<file path="config.mk">
export PLATFORM = sky130hd
export DESIGN_NAME = keyframe_linear_interpolator
export DESIGN_NICKNAME = d
export VERILOG_FILES = /design/src/rtl/core/kli_pkg.sv /design/src/rtl/core/kli_ram.sv /design/src/rtl/core/kli_div.sv /design/src/rtl/core/kli_datapath.sv /design/src/rtl/core/kli_ctrl.sv /design/src/rtl/core/keyframe_linear_interpolator.sv
export SDC_FILE = /design/constraint.sdc
export NUM_CORES = 2
export LEC_CHECK = 0
export BUFFER_PORTS_ARGS = -buffer_cell sky130_fd_sc_hd__buf_4
export CAP_MARGIN = 25
export CORE_MARGIN = 5
export CORE_UTILIZATION = 64
export DETAILED_ROUTE_END_ITERATION = 7
export PLACE_DENSITY = 0.81
export SLEW_MARGIN = 10
export SYNTH_ARGS = -nofsm -noshare
export SYNTH_HDL_FRONTEND = slang
export SYNTH_SLANG_ARGS = --single-unit
</file>
<file path="constraint.sdc">
create_clock -name i_clk -period 12.9 [get_ports i_clk]
set_input_delay 1.29 -clock i_clk [delete_from_list [all_inputs] [get_ports i_clk]]
set_output_delay 1.29 -clock i_clk [all_outputs]
set_load 0.03 [all_outputs]
</file>
<file path="src/rtl/core/kli_pkg.sv">
package kli_pkg;

    localparam logic [1:0] REQ_ADD   = 2'd0;
    localparam logic [1:0] REQ_CLEAR = 2'd1;
    localparam logic [1:0] REQ_QUERY = 2'd2;
    localparam logic [1:0] REQ_NOP   = 2'd3;

    localparam logic [1:0] ST_OK    = 2'd0;
    localparam logic [1:0] ST_FULL  = 2'd1;
    localparam logic [1:0] ST_RANGE = 2'd2;

    localparam logic [1:0] MODE_HOLD    = 2'd0;
    localparam logic [1:0] MODE_SAW     = 2'd1;
    localparam logic [1:0] MODE_TRI     = 2'd2;
    localparam logic [1:0] MODE_SAW_ALT = 2'd3;

    typedef enum logic [4:0] {
        OP_IDLE,
        OP_CAPTURE,
        OP_SET_RANGE,
        OP_SET_FULL,
        OP_WR_VAL,
        OP_SET_POS,
        OP_SET_POS_END,
        OP_SHIFT_INIT,
        OP_SHIFT,
        OP_INSERT,
        OP_RES_V0,
        OP_DIV_WRAP,
        OP_WRAP_APPLY,
        OP_ADJUST,
        OP_KEEP_PREV,
        OP_ADVANCE,
        OP_LERP_MUL,
        OP_DIV_LERP,
        OP_LERP_FIN,
        OP_NOT_FOUND
    } t_op;

    typedef struct packed {
        t_op op;
    } t_cmd;

    typedef struct packed {
        logic range_bad;
        logic cnt_zero;
        logic cnt_one;
        logic cnt_full;
        logic key_eq;
        logic key_gt;
        logic at_last;
        logic at_pos;
        logic wrap;
        logic below_first;
        logic seg_hit;
        logic div_done;
    } t_stat;

endpackage

</file>
<file path="src/rtl/core/kli_ram.sv">
module kli_ram #(
    parameter int WIDTH = 40,
    parameter int DEPTH = 16
) (
    input  logic                     i_clk,
    input  logic                     i_we,
    input  logic [$clog2(DEPTH)-1:0] i_waddr,
    input  logic [WIDTH-1:0]         i_wdata,
    input  logic [$clog2(DEPTH)-1:0] i_raddr,
    output logic [WIDTH-1:0]         o_rdata
);

    logic [WIDTH-1:0] r_mem [DEPTH];
    logic [WIDTH-1:0] r_rdata;

    always_ff @(posedge i_clk) begin
        if (i_we) begin
            r_mem[i_waddr] <= i_wdata;
        end
        r_rdata <= r_mem[i_raddr];
    end

    assign o_rdata = r_rdata;

endmodule

</file>
<file path="src/rtl/core/kli_div.sv">
module kli_div #(
    parameter int DW = 40,
    parameter int SW = 24
) (
    input  logic          i_clk,
    input  logic          i_rst_n,
    input  logic          i_start,
    input  logic [DW-1:0] i_dividend,
    input  logic [SW-1:0] i_divisor,
    output logic          o_done,
    output logic [DW-1:0] o_quot,
    output logic [SW-1:0] o_rem
);

    localparam int CW = $clog2(DW + 1);

    logic [SW-1:0] r_d, n_d;
    logic [SW-1:0] r_rem, n_rem;
    logic [DW-1:0] r_q, n_q;
    logic [CW-1:0] r_cnt, n_cnt;
    logic          r_run, n_run;
    logic          r_done, n_done;
    logic [SW:0]   trial;

    always_comb begin
        n_d    = r_d;
        n_rem  = r_rem;
        n_q    = r_q;
        n_cnt  = r_cnt;
        n_run  = r_run;
        n_done = r_done;
        trial  = {r_rem, r_q[DW-1]};
        if (i_start) begin
            n_d    = i_divisor;
            n_rem  = '0;
            n_q    = i_dividend;
            n_cnt  = CW'(DW);
            n_run  = 1'b1;
            n_done = 1'b0;
        end else if (r_run) begin
            if (trial >= {1'b0, r_d}) begin
                n_rem = SW'(trial - {1'b0, r_d});
                n_q   = {r_q[DW-2:0], 1'b1};
            end else begin
                n_rem = trial[SW-1:0];
                n_q   = {r_q[DW-2:0], 1'b0};
            end
            n_cnt = r_cnt - 1'b1;
            if (r_cnt == CW'(1)) begin
                n_run  = 1'b0;
                n_done = 1'b1;
            end
        end
    end

    always_ff @(posedge i_clk) begin
        if (!i_rst_n) begin
            r_run  <= 1'b0;
            r_done <= 1'b0;
        end else begin
            r_run  <= n_run;
            r_done <= n_done;
        end
        r_d   <= n_d;
        r_rem <= n_rem;
        r_q   <= n_q;
        r_cnt <= n_cnt;
    end

    assign o_done = r_done;
    assign o_quot = r_q;
    assign o_rem  = r_rem;

endmodule

</file>
<file path="src/rtl/core/kli_datapath.sv">
module kli_datapath #(
    parameter int MAX_POINTS = 16,
    parameter int TIME_BITS  = 24,
    parameter int VALUE_BITS = 16
) (
    input  logic                         i_clk,
    input  logic                         i_rst_n,
    input  logic                         i_cfg_we,
    input  logic [1:0]                   i_cfg_wdata,
    input  logic [1:0]                   i_req_type,
    input  logic signed [31:0]           i_sample_time,
    input  logic signed [VALUE_BITS-1:0] i_point_value,
    input  kli_pkg::t_cmd                i_cmd,
    output kli_pkg::t_stat               o_stat,
    output logic signed [VALUE_BITS-1:0] o_result_value,
    output logic [1:0]                   o_status
);

    import kli_pkg::*;

    localparam int TB    = TIME_BITS;
    localparam int VB    = VALUE_BITS;
    localparam int IDX_W = $clog2(MAX_POINTS);
    localparam int CNT_W = $clog2(MAX_POINTS + 1);
    localparam int PW    = TB + VB;
    localparam int DW    = (PW > 32) ? PW : 32;

    logic [1:0]      r_mode, n_mode;
    logic [CNT_W-1:0] r_count, n_count;
    logic [TB-1:0]   r_last, n_last;
    logic [31:0]     r_t, n_t;
    logic [VB-1:0]   r_v, n_v;
    logic [IDX_W-1:0] r_idx, n_idx;
    logic [IDX_W-1:0] r_pos, n_pos;
    logic            r_par, n_par;
    logic [TB-1:0]   r_prev_time, n_prev_time;
    logic [VB-1:0]   r_prev_val, n_prev_val;
    logic [PW-1:0]   r_prod, n_prod;
    logic [TB-1:0]   r_span, n_span;
    logic [VB-1:0]   r_v0, n_v0;
    logic            r_sgn, n_sgn;
    logic [VB-1:0]   r_result, n_result;
    logic [1:0]      r_status, n_status;

    logic            we;
    logic [PW-1:0]   wdata;
    logic [PW-1:0]   rdata;
    logic [IDX_W-1:0] rd_addr;
    logic [TB-1:0]   rd_time;
    logic [VB-1:0]   rd_val;
    logic            div_start;
    logic [DW-1:0]   div_dividend;
    logic [TB-1:0]   div_divisor;
    logic            div_done;
    logic [DW-1:0]   div_quot;
    logic [TB-1:0]   div_rem;
    logic [31:0]     t_clamp;
    logic [TB-1:0]   dt;
    logic [VB:0]     vdiff;
    logic [VB-1:0]   vmag;

    assign rd_time = rdata[PW-1:VB];
    assign rd_val  = rdata[VB-1:0];
    assign rd_addr = (i_cmd.op == OP_SHIFT_INIT || i_cmd.op == OP_SHIFT) ? n_idx - 1'b1 : n_idx;

    kli_ram #(
        .WIDTH(PW),
        .DEPTH(MAX_POINTS)
    ) u_ram (
        .i_clk  (i_clk),
        .i_we   (we),
        .i_waddr(r_idx),
        .i_wdata(wdata),
        .i_raddr(rd_addr),
        .o_rdata(rdata)
    );

    kli_div #(
        .DW(DW),
        .SW(TB)
    ) u_div (
        .i_clk     (i_clk),
        .i_rst_n   (i_rst_n),
        .i_start   (div_start),
        .i_dividend(div_dividend),
        .i_divisor (div_divisor),
        .o_done    (div_done),
        .o_quot    (div_quot),
        .o_rem     (div_rem)
    );

    assign t_clamp     = r_t[31] ? '0 : r_t;
    assign dt          = r_t[TB-1:0] - r_prev_time;
    assign vdiff       = {rd_val[VB-1], rd_val} - {r_prev_val[VB-1], r_prev_val};
    assign vmag        = vdiff[VB] ? VB'(-vdiff) : vdiff[VB-1:0];
    assign div_divisor = (i_cmd.op == OP_DIV_WRAP) ? r_last : r_span;

    always_comb begin
        o_stat.range_bad   = (r_t[31:TB] != '0);
        o_stat.cnt_zero    = (r_count == '0);
        o_stat.cnt_one     = (r_count == CNT_W'(1));
        o_stat.cnt_full    = (r_count == CNT_W'(MAX_POINTS));
        o_stat.key_eq      = (rd_time == r_t[TB-1:0]);
        o_stat.key_gt      = (rd_time > r_t[TB-1:0]);
        o_stat.at_last     = (CNT_W'(r_idx) == r_count - 1'b1);
        o_stat.at_pos      = (r_idx == r_pos);
        o_stat.wrap        = (r_mode != MODE_HOLD) && (r_last != '0)
                             && ($signed(r_t) > $signed(32'(r_last)));
        o_stat.below_first = (r_mode == MODE_HOLD) && ($signed(r_t) < $signed(32'(rd_time)));
        o_stat.seg_hit     = (32'(r_prev_time) <= r_t) && (32'(rd_time) >= r_t);
        o_stat.div_done    = div_done;
    end

    always_comb begin
        n_mode      = i_cfg_we ? i_cfg_wdata : r_mode;
        n_count     = r_count;
        n_last      = r_last;
        n_t         = r_t;
        n_v         = r_v;
        n_idx       = r_idx;
        n_pos       = r_pos;
        n_par       = r_par;
        n_prev_time = r_prev_time;
        n_prev_val  = r_prev_val;
        n_prod      = r_prod;
        n_span      = r_span;
        n_v0        = r_v0;
        n_sgn       = r_sgn;
        n_result    = r_result;
        n_status    = r_status;
        we          = 1'b0;
        wdata       = {rd_time, r_v};
        div_start   = 1'b0;
        div_dividend = DW'(r_prod);
        unique case (i_cmd.op)
            OP_CAPTURE: begin
                n_t      = i_sample_time;
                n_v      = i_point_value;
                n_idx    = '0;
                n_par    = 1'b0;
                n_result = '0;
                n_status = ST_OK;
                if (i_req_type == REQ_CLEAR) begin
                    n_count = '0;
                    n_last  = '0;
                end
            end
            OP_SET_RANGE:   n_status = ST_RANGE;
            OP_SET_FULL:    n_status = ST_FULL;
            OP_WR_VAL:      we = 1'b1;
            OP_SET_POS:     n_pos = r_idx;
            OP_SET_POS_END: n_pos = r_count[IDX_W-1:0];
            OP_SHIFT_INIT:  n_idx = r_count[IDX_W-1:0];
            OP_SHIFT: begin
                we    = 1'b1;
                wdata = rdata;
                n_idx = r_idx - 1'b1;
            end
            OP_INSERT: begin
                we      = 1'b1;
                wdata   = {r_t[TB-1:0], r_v};
                n_count = r_count + 1'b1;
                if (r_t[TB-1:0] > r_last) begin
                    n_last = r_t[TB-1:0];
                end
            end
            OP_RES_V0:   n_result = rd_val;
            OP_DIV_WRAP: begin
                div_start    = 1'b1;
                div_dividend = DW'(r_t);
            end
            OP_WRAP_APPLY: begin
                n_t   = 32'(div_rem);
                n_par = div_quot[0];
            end
            OP_ADJUST: begin
                n_idx = '0;
                if (r_mode == MODE_TRI && r_par) begin
                    n_t = 32'(r_last) - t_clamp;
                end else begin
                    n_t = t_clamp;
                end
            end
            OP_KEEP_PREV, OP_ADVANCE: begin
                n_prev_time = rd_time;
                n_prev_val  = rd_val;
                n_idx       = r_idx + 1'b1;
            end
            OP_LERP_MUL: begin
                n_prod = PW'(dt) * PW'(vmag);
                n_span = rd_time - r_prev_time;
                n_v0   = r_prev_val;
                n_sgn  = vdiff[VB];
            end
            OP_DIV_LERP: div_start = 1'b1;
            OP_LERP_FIN: begin
                n_result = r_sgn ? r_v0 - div_quot[VB-1:0] : r_v0 + div_quot[VB-1:0];
            end
            OP_NOT_FOUND: n_result = (r_mode == MODE_HOLD) ? rd_val : '0;
            default: ;
        endcase
    end

    always_ff @(posedge i_clk) begin
        if (!i_rst_n) begin
            r_mode  <= MODE_TRI;
            r_count <= '0;
            r_last  <= '0;
        end else begin
            r_mode  <= n_mode;
            r_count <= n_count;
            r_last  <= n_last;
        end
        r_t         <= n_t;
        r_v         <= n_v;
        r_idx       <= n_idx;
        r_pos       <= n_pos;
        r_par       <= n_par;
        r_prev_time <= n_prev_time;
        r_prev_val  <= n_prev_val;
        r_prod      <= n_prod;
        r_span      <= n_span;
        r_v0        <= n_v0;
        r_sgn       <= n_sgn;
        r_result    <= n_result;
        r_status    <= n_status;
    end

    assign o_result_value = r_result;
    assign o_status       = r_status;

endmodule

</file>
<file path="src/rtl/core/kli_ctrl.sv">
module kli_ctrl (
    input  logic           i_clk,
    input  logic           i_rst_n,
    input  logic           i_start,
    input  logic [1:0]     i_req_type,
    input  kli_pkg::t_stat i_stat,
    output kli_pkg::t_cmd  o_cmd,
    output logic           o_busy,
    output logic           o_valid
);

    import kli_pkg::*;

    typedef enum logic [3:0] {
        S_IDLE,
        S_ADD_SCAN,
        S_ADD_FULL,
        S_ADD_SHIFT,
        S_Q_CHECK,
        S_Q_WDIV,
        S_Q_ADJ,
        S_Q_FIRST,
        S_Q_SCAN,
        S_Q_MUL,
        S_Q_LDIV
    } t_state;

    t_state r_state, n_state;
    logic   r_valid, n_valid;
    t_op    op;

    always_comb begin
        n_state = r_state;
        op      = OP_IDLE;
        n_valid = 1'b0;
        unique case (r_state)
            S_IDLE: begin
                if (i_start) begin
                    op = OP_CAPTURE;
                    case (i_req_type)
                        REQ_ADD:   n_state = S_ADD_SCAN;
                        REQ_QUERY: n_state = S_Q_CHECK;
                        default:   n_valid = 1'b1;
                    endcase
                end
            end
            S_ADD_SCAN: begin
                if (i_stat.range_bad) begin
                    op      = OP_SET_RANGE;
                    n_valid = 1'b1;
                end else if (i_stat.cnt_zero) begin
                    op      = OP_SET_POS_END;
                    n_state = S_ADD_FULL;
                end else if (i_stat.key_eq) begin
                    op      = OP_WR_VAL;
                    n_valid = 1'b1;
                end else if (i_stat.key_gt) begin
                    op      = OP_SET_POS;
                    n_state = S_ADD_FULL;
                end else if (i_stat.at_last) begin
                    op      = OP_SET_POS_END;
                    n_state = S_ADD_FULL;
                end else begin
                    op = OP_ADVANCE;
                end
            end
            S_ADD_FULL: begin
                if (i_stat.cnt_full) begin
                    op      = OP_SET_FULL;
                    n_valid = 1'b1;
                end else begin
                    op      = OP_SHIFT_INIT;
                    n_state = S_ADD_SHIFT;
                end
            end
            S_ADD_SHIFT: begin
                if (i_stat.at_pos) begin
                    op      = OP_INSERT;
                    n_valid = 1'b1;
                end else begin
                    op = OP_SHIFT;
                end
            end
            S_Q_CHECK: begin
                if (i_stat.cnt_zero) begin
                    n_valid = 1'b1;
                end else if (i_stat.cnt_one) begin
                    op      = OP_RES_V0;
                    n_valid = 1'b1;
                end else if (i_stat.wrap) begin
                    op      = OP_DIV_WRAP;
                    n_state = S_Q_WDIV;
                end else begin
                    op      = OP_ADJUST;
                    n_state = S_Q_FIRST;
                end
            end
            S_Q_WDIV: begin
                if (i_stat.div_done) begin
                    op      = OP_WRAP_APPLY;
                    n_state = S_Q_ADJ;
                end
            end
            S_Q_ADJ: begin
                op      = OP_ADJUST;
                n_state = S_Q_FIRST;
            end
            S_Q_FIRST: begin
                if (i_stat.below_first) begin
                    op      = OP_RES_V0;
                    n_valid = 1'b1;
                end else begin
                    op      = OP_KEEP_PREV;
                    n_state = S_Q_SCAN;
                end
            end
            S_Q_SCAN: begin
                if (i_stat.seg_hit) begin
                    op      = OP_LERP_MUL;
                    n_state = S_Q_MUL;
                end else if (i_stat.at_last) begin
                    op      = OP_NOT_FOUND;
                    n_valid = 1'b1;
                end else begin
                    op = OP_ADVANCE;
                end
            end
            S_Q_MUL: begin
                op      = OP_DIV_LERP;
                n_state = S_Q_LDIV;
            end
            S_Q_LDIV: begin
                if (i_stat.div_done) begin
                    op      = OP_LERP_FIN;
                    n_valid = 1'b1;
                end
            end
            default: n_state = S_IDLE;
        endcase
        if (n_valid) begin
            n_state = S_IDLE;
        end
    end

    always_ff @(posedge i_clk) begin
        if (!i_rst_n) begin
            r_state <= S_IDLE;
            r_valid <= 1'b0;
        end else begin
            r_state <= n_state;
            r_valid <= n_valid;
        end
    end

    assign o_cmd.op = op;
    assign o_busy   = (r_state != S_IDLE);
    assign o_valid  = r_valid;

endmodule

</file>
<file path="src/rtl/core/keyframe_linear_interpolator.sv">
// Keyframe table with linear interpolation. A request is taken when start is high and busy
// is low; its single result appears on o_result_value/o_status for exactly one cycle with
// o_result_valid, and the receiver cannot stall it, so it must be captured then. Clear and
// the unused request code raise o_result_valid in the cycle after they are taken. An add
// walks the sorted table one entry per cycle up to the insert point and then shifts the
// entries above it one per cycle. A query scans the table one entry per cycle and runs the
// shared bit-serial divider once to wrap a time past the latest key (outside hold mode) and
// once to interpolate the segment that it finds. The table needs no clearing after reset.
module keyframe_linear_interpolator #(
    parameter int MAX_POINTS = 16,
    parameter int TIME_BITS  = 24,
    parameter int VALUE_BITS = 16
) (
    input  logic                         i_clk,
    input  logic                         i_rst_n,
    input  logic                         start,
    output logic                         busy,
    input  logic                         i_cfg_we,
    input  logic [1:0]                   i_cfg_wdata,
    input  logic [1:0]                   i_req_type,
    input  logic signed [31:0]           i_sample_time,
    input  logic signed [VALUE_BITS-1:0] i_point_value,
    output logic                         o_result_valid,
    output logic signed [VALUE_BITS-1:0] o_result_value,
    output logic [1:0]                   o_status
);

    import kli_pkg::*;

    t_cmd  cmd;
    t_stat stat;

    kli_ctrl u_ctrl (
        .i_clk     (i_clk),
        .i_rst_n   (i_rst_n),
        .i_start   (start),
        .i_req_type(i_req_type),
        .i_stat    (stat),
        .o_cmd     (cmd),
        .o_busy    (busy),
        .o_valid   (o_result_valid)
    );

    kli_datapath #(
        .MAX_POINTS(MAX_POINTS),
        .TIME_BITS (TIME_BITS),
        .VALUE_BITS(VALUE_BITS)
    ) u_dp (
        .i_clk         (i_clk),
        .i_rst_n       (i_rst_n),
        .i_cfg_we      (i_cfg_we),
        .i_cfg_wdata   (i_cfg_wdata),
        .i_req_type    (i_req_type),
        .i_sample_time (i_sample_time),
        .i_point_value (i_point_value),
        .i_cmd         (cmd),
        .o_stat        (stat),
        .o_result_value(o_result_value),
        .o_status      (o_status)
    );

endmodule

</file>
Word level (Yosys, flattened, before mapping) --
Memories as Yosys holds them, arrays and structs flattened. A register that Yosys moved wholly into a read port is not among the register bits. Cells that the tools add are included.
Storage, ports and cells: memory bits (read-only) 0, memory bits (writable) 640, register bits 328, word-level logic and storage cells 210, input port bits 56, memories kept 1, output and inout bits 20, latch bits 0
Memory list:
- u_dp.u_ram.r_mem | depth 16, bits a word 40, rd ports 1, clocked after memory_dff 1, wr ports 1, line kli_ram.sv:13 | logic [WIDTH-1:0] r_mem [DEPTH];
Operators by class: multiplexer cells 77, equal/unequal tests 51, multiply operators 1, $add $sub $neg 14, divide/modulo/power cells 0, magnitude comparators 7, bitwise logic cells 2, shift operators 0, reductions and logical operators 33
Operators with widths (number):
- $mux 40 | 3
- $mux 24 | 4
- $pmux 32 s3 | 1
- $pmux 40 s2 | 1
- $sub 24x24->24 | 3
- $pmux 16 s4 | 1
- $mux 4 | 15
- $pmux 5 s11 | 1
- $mux 5 | 10
- $gt 24x24->1 | 2
- $mux 16 | 3
- $pmux 24 s2 | 1
- $eq 5x4->1 const B | 8
- $mul 24x16->40 | 1
- $pmux 4 s10 | 1
- $ge 24x32->1 | 1
- $gt 32x25->1 | 1
- $le 24x32->1 | 1
- $lt 32x25->1 | 1
- $mux 32 | 1
- $sub 24x32->32 | 1
- $mux 31 | 1
- $eq 5x5->1 const B | 5
- $ge 25x24->1 | 1
- other kinds (52) | 117

Longest topological paths before layout --
word-level depth 13, mapped depth 44

Modules after synthesis --
Synthesis repeated with hierarchy kept, for this count alone.
Second synthesis, totals: cell total of the unflattened synthesis 5134, area, all modules 62050.8 sq um
Modules (own cells, without submodules):
- kli_datapath | instances 1, cells each 3505, sequential area each 6466.2 sq um, area an instance 30874.6 sq um
- kli_ram | instances 1, cells each 1040, sequential area each 20019.2 sq um, area an instance 25131.6 sq um
- kli_div | instances 1, cells each 480, sequential area each 2562.5 sq um, area an instance 5296.3 sq um
- kli_ctrl | instances 1, cells each 109, sequential area each 100.1 sq um, area an instance 748.2 sq um

Worst setup path after synthesis --
OpenSTA, ideal clock, no wires.
path type flip-flop to flip-flop, from register u_dp.r_t[0], to register u_dp.r_prod[36], data pin, stages on the path, launching flop included 44, data required time 12.641 ns, path buffers 1, arrival 9.883 ns, setup slack 2.758 ns, cell sequence edfxtp_1 > inv_1 > ha_1 > inv_1 > fa_1 > a21o_1 > a21oi_1 > o21bai_1 > a21oi_1 > o21bai_1 > a21oi_1 > o21a_1 > o21ai_0 > o41ai_1 > o21ai_0 > a21oi_1 > xnor2_1 > clkbuf_1 > [8 not listed] > fa_1 > inv_1 > fa_1 > inv_1 > ha_1 > a21o_1 > a21o_1 > a21o_1 > a21o_1 > a21o_1 > a21o_1 > a21o_1 > a2111oi_0 > nor3_1 > and2_1 > o21ai_0 > nand2b_1 > xor2_1
On the way: longest elaborated chain between the ends 2
Ends and longest elaborated chain:
- start, declared | line kli_datapath.sv:31 | logic [31:0] r_t, n_t;
- start signal, assigned | line kli_datapath.sv:214 | r_t <= n_t;
- $sub 24x24->24 | line kli_datapath.sv:93 | assign dt = r_t[TB-1:0] - r_prev_time;
- $mul 24x16->40 | line kli_datapath.sv:190 | n_prod = PW'(dt) * PW'(vmag);
- end signal, assigned | line kli_datapath.sv:221 | r_prod <= n_prod;
- end, declared | line kli_datapath.sv:38 | logic [PW-1:0] r_prod, n_prod;
Every way passes these cells. A chain may end at the register's enable or synchronous reset.

Final worst setup path --
from register u_dp.u_ram.r_rdata[0] (netlist: u_dp.u_ram.o_rdata[0]), read port of u_dp.u_ram.r_mem, to register u_dp.r_prod[39], data pin
On the way: longest elaborated chain between the ends 4
Ends and longest elaborated chain:
- start, declared | line kli_ram.sv:14 | logic [WIDTH-1:0] r_rdata;
- $sub 16x16->17 * | line kli_datapath.sv:94 | assign vdiff = {rd_val[VB-1], rd_val} - {r_prev_val[VB-1], r_prev_val};
- $neg 16->16 | line kli_datapath.sv:95 | assign vmag = vdiff[VB] ? VB'(-vdiff) : vdiff[VB-1:0];
- $mux 16 * | line kli_datapath.sv:95
- $mul 24x16->40 * | line kli_datapath.sv:190
Every way passes the cells marked *; elsewhere a longest branch is shown, timed or not.

==> run_results.csv <==
group,metric,value,unit
place,place_congestion,1.00,
setup_path,critPathMaxStageDelay,0.73,ns
global_routing,grt_pass1_wl,244,mm
yosys,netlist.area_leader.share,44.8,%
finish,layout.nets,6171,
yosys,ys.flop_type,"edfxtp_1",
yosys,yosysSeqAreaShare,48.5,%
clock_tree,cts_tree,"yes",
setup_path,startpoint_type,"register",
global_routing,grt_max_degree,84,
clock_tree,post_cts_buffers,0,
yosys,synth.net_count,6096,
run,max-cap-violations,0,
detailed_routing,wl,160,mm
detailed_routing,vias,42700,
yosys,synthXorXnorAreaFrac,2.64,%
timing,period_share,86.5,%
global_routing,grt.total_usage,31.7,%
timing,setup_viol,0,
place,port_buffers,75,
clock_tree,numCtsBuffers,99,
setup_path,path_max_fanout,11,
finish,multi_input_area,28100,um2
setup_path,crit_slowest_cell,"o21ai_1",
die,num_io_pins,76,
yosys,synth_compound_area_share,11.7,%
detailed_routing,drt_iter0_drc,5021,
clock_tree,cts-resized-gates,0,
finish,drive_gt1_share,9.17,%
status,run_status,"complete, no violations",
setup_path,required,13.32,ns
die,die_x,316,um
yosys,yosysUniqueCellTypes,85,
yosys,netlist_area,60100,um2
yosys,ys_warn_count,0,
global_routing,antenna_found_initial,2,
yosys,synthTopCellsByArea,"edfxtp_1, fa_1, ha_1",
clock_tree,cts.sinks,1008,
timing,max_slew.worst_pin.slew,1.14,ns
die,fp.dieArea,100000,um2
die,rows,112,
clock_tree,postCtsHoldBufs,0,
yosys,synth_area_per_cell,11.2,um2
detailed_routing,dr.pass1.iters,6,
detailed_routing,post_drt_wl_per_cell,23.5,um
clock_tree,ctsRootBufferMaster,"clkbuf_16",
timing,slew_headroom,23.6,%
yosys,synthCells,5383,
timing,clock_skew,0.0373,ns
yosys,synth_area_leader_cell,"edfxtp_1",
clock_tree,clkLatencyLatePin,0.70,ns
timing,hold_viol_final,0,
timing,fin_setup_tns,0,ns
yosys,synth_edf_count,896,
clock_tree,htree_levels,3,
yosys,async_reset_ff_share,0,%
yosys,synth_top_family_by_area,"adder cells",
setup_path,critPathArrivalTime,11.59,ns
die,die_y,316,um
min_path,min_path_type,"register to register",
yosys,synth_simple_gate_area_share,11.2,%
timing,drv_slew,0,
timing,layout_min_cycle_time,11.16,ns
detailed_routing,ant_nets,0,
global_routing,grt_pass1_vias,42600,
global_routing,grt.overflow.total,0,
detailed_routing,route.detailed.drc,0,
clock_tree,clk_pin_slew,0.07,ns
finish,syn2layout_area_growth,9.68,%
finish,nFillCells,6388,
timing,rsz0062_at_grt,"no",
timing,max_freq,0.0896,GHz
setup_path,crit_path_end_kind,"register",
die,start_util,64.5,%
setup_path,crit_type,"register to register",
clock_tree,clockBufferDepth,3,
yosys,synth-adder-area-share,17.6,%
detailed_routing,vias_per_cell,6.28,
yosys,synth-seq-cells,1008,
place,dp_hpwl,104,mm
finish,regArea,29100,um2
yosys,synth.area.mux_share,3.16,%
die,core,93200,um2
path summary, 6_finish.rpt:
path / startpoint / endpoint / slack, ns / cells past startpoint
min reg2reg: u_dp.r_prev_val[11]$_DFFE_PN_ / u_dp.r_v0[11]$_DFFE_PN_ / 0.44 / 0
max reg2reg: u_dp.u_ram.o_rdata[0]$_DFF_P_ / u_dp.r_prod[39]$_DFFE_PN_ / 1.74 / 41
min: u_dp.r_prev_val[11]$_DFFE_PN_ / u_dp.r_v0[11]$_DFFE_PN_ / 0.44 / 0
max: u_dp.u_ram.o_rdata[0]$_DFF_P_ / u_dp.r_prod[39]$_DFFE_PN_ / 1.74 / 41
sequential cells by signal (all words and copies together), names as in the netlist, 24 cells and up:
name                cells
u_dp.r_last            24
u_dp.r_prev_time       24
u_dp.r_prod            40
u_dp.r_span            24
u_dp.r_t               32
u_dp.u_div.o_quot      40
u_dp.u_div.o_rem       24
u_dp.u_div.r_d         24
u_dp.u_ram.o_rdata     40
u_dp.u_ram.r_mem      640
final cells by class:
class	count	area share (%)
Clock buffer	127	4.09
Sequential cell	1008	44.2
Inverter	580	3.30
Multi-Input combinational cell	3561	42.6
Antenna cell	2	0.00760
Timing Repair Buffer	208	2.41
Clock inverter	58	0.989
Tap cell	1254	2.38
Yosys cell counts, types with 33 or more instances:
library cell,n
edfxtp_1,896
nor3_1,59
a21o_1,65
xor2_1,46
mux2i_1,49
fa_1,313
nand3_1,67
o21ai_0,222
nor2_1,276
ha_1,344
xnor2_1,135
inv_1,580
a21oi_1,368
mux2_2,44
and2_1,55
nand2_1,813
dfxtp_1,112
clkbuf_1,195
nor2b_1,58
nand2b_1,59
a221o_1,167
mux4_2,40
a31oi_1,33
worst max-delay path, delay by kind of cell (launching register included):
family                     cells  cell delay, ns
buffers and inverters          7            0.60
DFF                            1            0.38
xor gates and xnor gates       1            0.08
adders and majority gates      9            4.00
and+or+nand+nor                4            0.82
AOI/OAI and AO/OA             20            4.99
kinds of logic (layout without fill, tap and decap cells):
kind of cell	Yosys count	count (layout)
adders and majority gates	657	657
AOI/OAI and AO/OA	1068	1068
and+or+nand+nor	1521	1521
muxes	134	134
other	0	2
buffers and inverters	814	973
xor gates and xnor gates	181	181
DFF	1008	1008
per-layer routing:
metal	vias to the layer above	global-route usage [%]	wire length, um
met5	-	0	21
li1	19000	-	-
met1	20800	41.7	59500
met4	4	14.1	7780
met2	2425	52.6	76900
met3	451	5.55	15800
through the flow:
stage                     hold WS [ns]  cell area [um2]  cells  worst slack, ns  util [%]
after global placement           0.430            62500   6607             2.21      67.1
after CTS                        0.449            65900   6794             1.90      70.7
after detailed placement         0.433            62500   6609             1.95      67.1
after floorplan                  0.426            60100   5383             2.76         -
after global routing             0.459            65900   6796            0.844      70.7
final                            0.444            65900   6798             1.74      70.7
layout by cell type (no fill, tap or decap), types with 22 or more instances in the layout:
cell type  count
edfxtp_1     896
nand2_1      813
inv_1        580
a21oi_1      367
ha_1         344
fa_1         313
nor2_1       260
o21ai_0      222
buf_4        204
a221o_1      167
xnor2_1      130
dfxtp_1      112
clkbuf_16    101
nand3_1       67
a21o_1        65
nand2b_1      59
nor2b_1       58
and2_1        54
nor3_1        52
mux2i_1       49
mux2_2        44
xor2_1        43
mux4_2        40
a31oi_1       33
nand4_1       29
a21boi_0      24
a211oi_1      24
a22oi_1       23
o21bai_1      22
clkinv_2      22
Power is left out: the tool's default activity adds up to more than one toggle a clock period on the data nets, which glitch-free logic cannot reach.
